## src/rtl/swar_pkg.sv

```systemverilog
// swar_pkg: shared types and constants of the sliding window autorange block
// register indexes, scale mode codes, controller states, command and status words
// no dependencies
`timescale 1ns / 1ps
`default_nettype none

package swar_pkg;

    localparam int DEPTH_DEF = 256;
    localparam int SMP_W     = 32;
    localparam int HIST_W    = 9;
    localparam int MODE_W    = 2;
    localparam int RATE_W    = 17;
    localparam int IDX_W     = 3;

    localparam logic [IDX_W-1:0] REG_HISTORY = 3'd0;
    localparam logic [IDX_W-1:0] REG_MODE    = 3'd1;
    localparam logic [IDX_W-1:0] REG_RATE    = 3'd2;
    localparam logic [IDX_W-1:0] REG_INIT_LO = 3'd3;
    localparam logic [IDX_W-1:0] REG_INIT_HI = 3'd4;

    localparam logic [MODE_W-1:0] MODE_FIXED  = 2'd0;
    localparam logic [MODE_W-1:0] MODE_EXPAND = 2'd1;
    localparam logic [MODE_W-1:0] MODE_AUTO   = 2'd2;

    localparam logic [HIST_W-1:0] HIST_RST    = 9'd256;
    localparam logic [RATE_W-1:0] RATE_RST    = 17'd6554;
    localparam logic [RATE_W-1:0] RATE_ONE    = 17'd65536;
    localparam logic [SMP_W-1:0]  INIT_LO_RST = 32'd0;
    localparam logic [SMP_W-1:0]  INIT_HI_RST = 32'd65536;

    typedef enum logic [3:0] {
        ST_IDLE,
        ST_WRITE,
        ST_SCAN,
        ST_DRAIN,
        ST_MUL_LO,
        ST_ADD_LO,
        ST_MUL_HI,
        ST_ADD_HI,
        ST_DONE
    } t_state;

    typedef struct packed {
        logic             we;
        logic [IDX_W-1:0] idx;
        logic [SMP_W-1:0] data;
    } t_cfg_wr;

    typedef struct packed {
        logic load_sample;
        logic write;
        logic scan_rd;
        logic mul;
        logic add;
        logic sel_hi;
        logic out_load;
    } t_cmd;

    typedef struct packed {
        logic auto_scan;
        logic scan_none;
        logic scan_last;
    } t_status;

endpackage

`default_nettype wire

```

## src/rtl/swar_ctrl.sv

```systemverilog
// swar_ctrl: sequencing state machine of the autorange block
// drives datapath commands from its status, owns the handshakes; uses swar_pkg
`timescale 1ns / 1ps
`default_nettype none

module swar_ctrl (
    input  wire logic            i_clk,
    input  wire logic            i_rst_n,
    input  wire logic            i_in_valid,
    output logic                 o_in_ready,
    output logic                 o_out_valid,
    input  wire logic            i_out_ready,
    input  wire swar_pkg::t_status i_status,
    output swar_pkg::t_cmd       o_cmd
);
    import swar_pkg::*;

    t_state r_state;
    t_state n_state;
    logic   r_out_valid;
    logic   n_out_valid;
    logic   out_free;

    assign out_free = !r_out_valid || i_out_ready;

    always_ff @(posedge i_clk) begin
        if (!i_rst_n) begin
            r_state     <= ST_IDLE;
            r_out_valid <= 1'b0;
        end else begin
            r_state     <= n_state;
            r_out_valid <= n_out_valid;
        end
    end

    // next state
    always_comb begin
        n_state = r_state;
        unique case (r_state)
            ST_IDLE: begin
                if (i_in_valid) n_state = ST_WRITE;
            end
            ST_WRITE: begin
                if (!i_status.auto_scan) n_state = ST_DONE;
                else if (i_status.scan_none) n_state = ST_MUL_LO;
                else n_state = ST_SCAN;
            end
            ST_SCAN: begin
                if (i_status.scan_last) n_state = ST_DRAIN;
            end
            ST_DRAIN:  n_state = ST_MUL_LO;
            ST_MUL_LO: n_state = ST_ADD_LO;
            ST_ADD_LO: n_state = ST_MUL_HI;
            ST_MUL_HI: n_state = ST_ADD_HI;
            ST_ADD_HI: n_state = ST_DONE;
            ST_DONE: begin
                if (out_free) n_state = ST_IDLE;
            end
            default: n_state = ST_IDLE;
        endcase
    end

    // outputs
    always_comb begin
        o_cmd      = '0;
        o_in_ready = 1'b0;
        unique case (r_state)
            ST_IDLE: begin
                o_in_ready        = 1'b1;
                o_cmd.load_sample = i_in_valid;
            end
            ST_WRITE:  o_cmd.write   = 1'b1;
            ST_SCAN:   o_cmd.scan_rd = 1'b1;
            ST_DRAIN:  o_cmd         = '0;
            ST_MUL_LO: o_cmd.mul     = 1'b1;
            ST_ADD_LO: o_cmd.add     = 1'b1;
            ST_MUL_HI: begin
                o_cmd.mul    = 1'b1;
                o_cmd.sel_hi = 1'b1;
            end
            ST_ADD_HI: begin
                o_cmd.add    = 1'b1;
                o_cmd.sel_hi = 1'b1;
            end
            ST_DONE:   o_cmd.out_load = out_free;
            default:   o_cmd          = '0;
        endcase
    end

    always_comb begin
        n_out_valid = r_out_valid;
        if (o_cmd.out_load) n_out_valid = 1'b1;
        else if (i_out_ready) n_out_valid = 1'b0;
    end

    assign o_out_valid = r_out_valid;

endmodule

`default_nettype wire

```

## config.mk

```make
export PLATFORM = sky130hd
export DESIGN_NAME = swar_ctrl
export DESIGN_NICKNAME = d
export VERILOG_FILES = /design/src/rtl/swar_pkg.sv /design/src/rtl/swar_ctrl.sv
export SDC_FILE = /design/constraint.sdc
export NUM_CORES = 1
export LEC_CHECK = 0
export ABC_AREA = 1
export BUFFER_PORTS_ARGS = -buffer_cell sky130_fd_sc_hd__clkbuf_2
export CAP_MARGIN = 15
export CORE_AREA = 2 2 39 41
export CTS_BUF_LIST = sky130_fd_sc_hd__clkbuf_16
export DETAILED_ROUTE_END_ITERATION = 12
export DIE_AREA = 0 0 41 43
export PLACE_DENSITY_LB_ADDON = 0.25
export SLEW_MARGIN = 20
export SYNTH_ARGS = -nofsm -noshare
export SYNTH_HDL_FRONTEND = slang
export SYNTH_SLANG_ARGS = --single-unit
```

## constraint.sdc

```tcl
create_clock -name i_clk -period 2.7 [get_ports i_clk]
set_clock_uncertainty 0.15 [all_clocks]
set_input_delay 0.135 -clock i_clk [delete_from_list [all_inputs] [get_ports i_clk]]
set_output_delay 0.135 -clock i_clk [all_outputs]
set_load 0.05 [all_outputs]
```

== After elaboration in Yosys (flattened, before gate mapping) ==
Cells that the tools add are included.
Storage, ports and cells
  output and inout bits: 9
  register bits after elaboration: 5
  bits of input ports: 7
  word-level logic and storage cells: 37
Cells by class
  eq/ne operators: 11
  multiplexer cells: 16
  reduce and logical (&&, ||, !) cells: 8
Operator list (count)
  case mux 4 bit (9 select lines): 1
  == test 4 x 3 -> 1 bit (second input constant): 4
  two-way mux 4 bit: 4
  two-way mux 1 bit: 10
  == test 4 x 2 -> 1 bit (second input constant): 2
  != test 2 bit (second input constant): 3
  OR reduction 2 bit: 3
  == test 4 x 1 -> 1 bit (second input constant): 1
  == test 4 bit (second input constant): 1
  logical NOT 4 bit: 1
  two-way mux 3 bit: 1
  AND reduction 3 bit: 1
  nonzero test 2 bit: 1
  logical NOT 1 bit: 1
  logical OR 1 bit: 1

== Logic depth before layout (Yosys ltp) ==
Gate-level depths: netlist of the first run.
  depth after elaboration: 4
  gate-level depth with buffers: 6

== Worst setup path after synthesis of the first run ==
OpenSTA, ideal clock, no wires.
  kind: register to output
  start point: reg r_state[2]
  end point: out o_cmd[1] (netlist bit)
  arrival time: 1.296 ns
  buffers on the path: 0
  cell stages (with the launch flop): 5
  setup slack: 1.119 ns
  required time: 2.415 ns
  cell sequence: dfxtp_1 -> inv_2 -> nor2_1 -> inv_1 -> nor2_1
RTL lines
  from (decl): RTL line swar_ctrl.sv:18  | t_state r_state;
  from (signal assigned): RTL line swar_ctrl.sv:31  | r_state <= n_state;
  to (decl): RTL line swar_ctrl.sv:14  | output swar_pkg::t_cmd o_cmd

==> metrics.md, run 1 <==
| Metric | Value |
|---|---|
| Residual DRC | 0 |
| Vias/cell | 4.240 |
| Crit Path Category | reg2out |
| Layout Utilization | 38.16% |
| Global-route wire length before repair | 1324 um |
| DP Wirelength | 656.7 um |
| Largest area contributor in the netlist | dfxtp_1 |
| Dpl ws | 1317 ps |
| Initial DRC count | 2 |
| Area Overhead vs Synth | 50.18% |
| Max-slew violations | 0 |
| DRT Wirelength | 820 um |
| DIE HEIGHT | 43 um |
| Die X | 41 um |
| Data required time at the worst endpoint | 2410 ps |
| Endpoint type of the worst setup path | output pin |
| # IOs | 16 |
| Final ANT Viol Nets | 0 |
| Placer congestion estimate | 0.7117 |
| Period minus WS final | 1626 ps |
| Number of detailed-route iterations in the first pass | 2 |
| Worst-path cell chain | inv_2, nor2_1, inv_1, nor2_1, clkbuf_2 |
| Buffers on Ports | 15 |
| Fmax achieved | 614.8 MHz |
| Clk sinks | 5 |
| GRT Overall Usage | 11.85% |
| Nets | 88 |
| Initial antenna violation count | 0 |
| Post-synthesis sequential area ratio | 28.47% |
| Arrival time at the worst endpoint | 1340 ps |
| FF+latch count, synth | 5 |
| Hold-fix buffers, CTS | 1 |
| Final hold vios | 0 |
| Comb pwr share | 26.0% |
| Share of cells above drive strength 1 | 33.75% |
| Crit-path max FO | 4 |
| Wire length on met1 | 362 um |
| Root Buffer | clkbuf_16 |
| Critical path's most frequent cell | nor2_1 |
| Largest net degree at the start of global routing | 8 |
| Met2 routed WL | 421 um |
| Pleak | 0.3043 nW |
| Number of synthesis warnings | 0 |
| Clock Latency Late Sink | 230 ps |
| Top Metal Used | met4 |
| Top cells by area, synth | dfxtp_1 28%, nor2_1 15%, inv_1 13% |
| Synth Cell Area | 351.6 um2 |
| CTS clock-pin slew for the worst setup and hold paths | 30 ps |
| Hold Path Class | in2reg |
| Diode count | 0 |
| Mapped Nets | 68 |
| Cells after synthesis | 61 |
| Psw | 142.5 uW |
| Routed wl met3 | 28 um |
| CTS H-tree lvls | 1 |
| Overall power | 444.5 uW |
| Cell-internal power | 301.9 uW |
| Post-CTS setup buffer count | 0 |
| Final setup violation count | 0 |
| Core ar. | 0.001384 mm2 |
| Number of cell rows | 14 |
| Final Hold Slack | 86.82 ps |
| Bufs on Longest Clock Path | 2 |
| TritonCTS clock tree | built |
| Worst-Margin Slew | 278.2 ps |
| Status | completed |
| Cts repair resizes | 0 |
| Final WS setup | 1074 ps |
| CP max-delay cell | dfxtp_1 |
| Max VDD drop | 0.0003848 V |
| Die Area | 0.001763 mm2 |
| GRT overflow | 0 |
| PwrDens | 841.8 mW/mm2 |
| WL/cell | 8.542 um |
| Mean area per synthesized cell | 5.764 um2 |
| Critical path launch point type | register |
| Flop pwr share | 20.3% |
| Clock power frac | 53.7% |
| Initial Util | 25.41% |
| Period Utilization, post-route | 60.24% |
| Max-cap violations | 0 |
| Fin Setup TNS | 0 ps |
| Inserted Clock Buffers | 3 |
| Slowest stage delay, CP | 390 ps |
| Vias in the first global route | 362 |
| Slew margin rel. | 81.54% |
| RSZ-0062 raised after global routing | false |
| Synth top area share | 28.47% |
| Post-synth cell types | 13 |
| Switching part of the total power | 32.07% |
| Via Count | 407 |
==> sequential cells by signal (all words and copies together), names as in the netlist <==
name and count:
r_state 4, o_out_valid 1
==> synth_stat cells <==
library cell,n
nor2_1,14
inv_1,12
a21oi_2,1
nand4_1,2
nor2_2,4
inv_2,2
nand2_1,11
dfxtp_1,5
nand3_1,6
clkinv_2,1
o21ai_1,1
nor2_4,1
buf_4,1
==> stage by stage <==
stage,area (um2),std cells
2_1_floorplan,351.6,61
3_3_place_gp,439.2,91
3_5_place_dp,439.2,91
4_1_cts,528.0,96
5_1_grt,528.0,96
6_report,528.0,96
==> critical path: cells and delay by family, from the launching register on <==
| family | cells | cell delay [ps] |
|---|---|---|
| AND/OR/NAND/NOR | 2 | 310 |
| buffers and inverters | 3 | 430 |
| flip-flops | 1 | 390 |
==> layout by cell type, fill, tap and decap left out, drive strengths merged <==
cell type | synthesis | routed
nor2 | 19 | 19
inv | 14 | 15
nand3 | 6 | 6
clkbuf | 0 | 18
a21oi | 1 | 1
clkinv | 1 | 1
nand2 | 11 | 11
o21ai | 1 | 1
dfxtp | 5 | 5
nand4 | 2 | 2
dlygate4sd3 | 0 | 1
==> cell families (layout without fill, tap and decap cells) <==
family / Yosys count / count (layout) / share of synthesized area [%]
AOI/OAI and AO/OA: 2 / 2 / 3.914
buffers and inverters: 16 / 35 / 18.50
DFF: 5 / 5 / 28.47
and+or+nand+nor: 38 / 38 / 49.11
==> worst paths after layout <==
check,startpoint,endpoint,slack [ps],cells past startpoint
max,r_state[2],o_cmd[1],1070,5
min,i_out_ready,o_out_valid,90,4
max reg2reg,r_state[1],r_state[2],1550,5
min reg2reg,o_out_valid,o_out_valid,440,4
==> layer usage <==
layer  up-vias  track usage (%)
met4         0            12.00
met3         2            3.141
li1        219                -
met1       178            12.22
met5         -                0
met2         8            17.50
==> power groups by stage <==
stage / combinational (mW) / sequential, mW / clock [mW]
6_report: 0.116 / 0.0902 / 0.239
5_1_grt: 0.127 / 0.0914 / 0.249
4_1_cts: 0.116 / 0.0902 / 0.246
3_5_place_dp: 0.115 / 0.0912 / 0
3_3_place_gp: 0.115 / 0.0910 / 0
2_1_floorplan: 0.0904 / 0.0908 / 0
==> cell type report <==
type                       count  area, um2
fill                         173      855.8
clock inverter                 1      3.754
inverter                      15      57.56
sequential                     5      100.1
multi-input combinational     40      186.4
tap                           16      20.02
clock buffer                   3      75.07
timing repair buffer          16      85.08
(Power assumes the default switching activity.)
==> inputs of run 2 (changes only) <==
Clock period 2.7 ns to 1.7 ns, I/O delays scaled along.
==> metrics.md, run 2 (synthesized netlist as in run 1, its figures left out) <==
| Metric | Value |
|---|---|
| Status | completed |
| Clock Latency Late Sink | 230 ps (about the same) |
| Most common cell after layout, fill and taps aside | clkbuf_2 |
| Max-cap violations | 0 (unchanged) |
| Initial DRC count | 3 (+1) |
| Final setup violation count | 0 (unchanged) |
| Clk sinks | 5 (unchanged) |
| DIE HEIGHT | 43 um (unchanged) |
| Multi-input logic area | 186.4 um2 (unchanged) |
| Pleak | 0.3043 nW (unchanged) |
| Initial Util | 25.41% (unchanged) |
| Hold path endpoint | o_out_valid |
| Fin Setup TNS | 0 ps (unchanged) |
| GRT Overall Usage | 11.75% (-0.10 points) |
| Crit Path Category | reg2out |
| Cts repair resizes | 0 (unchanged) |
| Placer congestion estimate | 0.7115 (about the same) |
| Number of cell rows | 14 (unchanged) |
| Top reg by flops | r_state |
| Buffers on Ports | 15 (unchanged) |
| Global-route wire length before repair | 1324 um (unchanged) |
| Most frequent cells in the layout | 15 x clkbuf_2, 14 x nor2_1, 13 x inv_1 |
| CP top delay family | buffers and inverters |
| GRT overflow | 0 (unchanged) |
| Reg-to-reg endpoint | r_state[1] |
| Area Overhead vs Synth | 50.18% (unchanged) |
| Inserted Clock Buffers | 3 (unchanged) |
| Crit-path max FO | 4 (unchanged) |
| Data required time at the worst endpoint | 1460 ps (-950 ps) |
| CTS clock-pin slew for the worst setup and hold paths | 30 ps (about the same) |
| Post-CTS setup buffer count | 0 (unchanged) |
| Vias in the first global route | 363 (+0.28%) |
| Final hold vios | 0 (unchanged) |
| Endpoint type of the worst setup path | output pin |
| Residual DRC | 0 (unchanged) |
| Core ar. | 0.001384 mm2 (unchanged) |
| Number of flip-flops in the largest register | 4 (unchanged) |
| Die Area | 0.001763 mm2 (unchanged) |
| # IOs | 16 (unchanged) |
| Hold Path Class | in2reg |
| WL/cell | 8.354 um (-2.2%) |
| Critical path's most frequent cell | nor2_1 |
| Buf/Inv on CP | 3 (unchanged) |
| Vias/cell | 4.188 (-1.2%) |
| Slew margin rel. | 81.53% (about the same) |
| Bufs on Longest Clock Path | 2 (unchanged) |
| Share of cells above drive strength 1 | 33.75% (unchanged) |
| CP max-delay cell | dfxtp_1 |
| Initial antenna violation count | 0 (unchanged) |
| Largest net degree at the start of global routing | 8 (unchanged) |
| TritonCTS clock tree | built |
| Period minus WS final | 1561 ps |
| Worst-Margin Slew | 278.3 ps (+0.1303 ps) |
| Worst-path cell chain | inv_2, nor2_1, inv_1, nor2_1, clkbuf_2 |
| Final instance area | 528.0 um2 (unchanged) |
| CTS H-tree lvls | 1 (unchanged) |
| Diode count | 0 (unchanged) |
| Final ANT Viol Nets | 0 (unchanged) |
| Final-layout fill cell count | 169 (-2.3%) |
| Hold Crit Start | i_out_ready |
| DP Wirelength | 654 um (-0.41%) |
| Slowest stage delay, CP | 390 ps (about the same) |
| Die X | 41 um (unchanged) |
| Placed Area | 439.2 um2 (unchanged) |
| Register Area | 100.1 um2 (unchanged) |
| Reg2reg start | r_state[0] |
| Period Utilization, post-route | 91.85% |
| Reg2reg setup slack | 560 ps (-990 ps) |
| Number of detailed-route iterations in the first pass | 4 (+2) |
| Fmax achieved | 640.5 MHz |
| Nets | 88 (unchanged) |
| Hold path cells | 4 (unchanged) |
| RSZ-0062 raised after global routing | false |
| Via Count | 402 (-1.2%) |
| Critical path launch point type | register |
| Root Buffer | clkbuf_16 |
| Arrival time at the worst endpoint | 1330 ps (about the same) |
| PwrDens | 1340 mW/mm2 (+59%) |
| Reg2reg path depth | 5 (unchanged) |
| Max VDD drop | 0.0006250 V (+62%) |
| DRT Wirelength | 802 um (-2.2%) |
| Max-slew violations | 0 (unchanged) |
==> run 2: cell counts in the layout (fill, tap and decap cells not counted) <==
No cell type changed its count.
==> run 2: per-stage QoR <==
step	hold slack, ps	total power, mW	std cells	worst slack (ps)	utilization [%]
detailed placement	155.7	0.3274	91	361.4	31.74
global route	94.61	0.7408	96	19.90	38.16
CTS	39.19	0.7183	96	119.7	38.16
finish	33.44	0.7073	96	138.6	38.16
floorplan	32.63	0.2878	61	168.6	-
global placement	153.5	0.3264	91	390.4	31.74
==> run 2: power breakdown <==
| part | switching [mW] | leakage, nW | total, mW | internal (mW) |
|---|---|---|---|---|
| sequential | 0.0154 | 0.0408 | 0.143 | 0.128 |
| combinational | 0.135 | 0.221 | 0.183 | 0.0474 |
| clock | 0.0768 | 0.0423 | 0.381 | 0.305 |
==> run 2: final cells by class <==
class,instances,share of cell area (%)
clock buffers,3,14.22
flip-flops and latches,5,18.96
repair buffers,16,16.11
well taps,16,3.791
inverters,15,10.90
multi-input cells,40,35.31
clock inverters,1,0.7109
==> run 2: repair_timing <==
item                                   in CTS  in global routing
hold buffers                                1                  0
endpoints found under the hold margin       2                  0
setup endpoints to repair                   0                  0
==> run 2: worst register-to-register path: cells and delay by family, from the launching register on <==
kind | cells | cell delay [ps]
simple gates | 4 | 300
compound gates | 1 | 130
flops | 1 | 450
==> run 2: worst max path at each step <==
stage                          start  endpoint  slack [ps]  depth (start not counted)
after CTS                 r_state[2]  o_cmd[3]         120                          5
after floorplan           r_state[2]  o_cmd[1]         170                          4
after global routing      r_state[2]  o_cmd[3]          20                          5
after detailed placement  r_state[2]  o_cmd[3]         360                          5
final                     r_state[2]  o_cmd[3]         140                          5
after global placement    r_state[2]  o_cmd[1]         390                          5
==> run 2: layer usage <==
metal | vias up | global-route usage (%) | share of wire [%]
li1 | 219 | - | -
met3 | 2 | 3.141 | 3.4
met1 | 175 | 12.54 | 43
met4 | 0 | 12.00 | 1.0
met2 | 6 | 16.88 | 52
met5 | - | 0 | 0
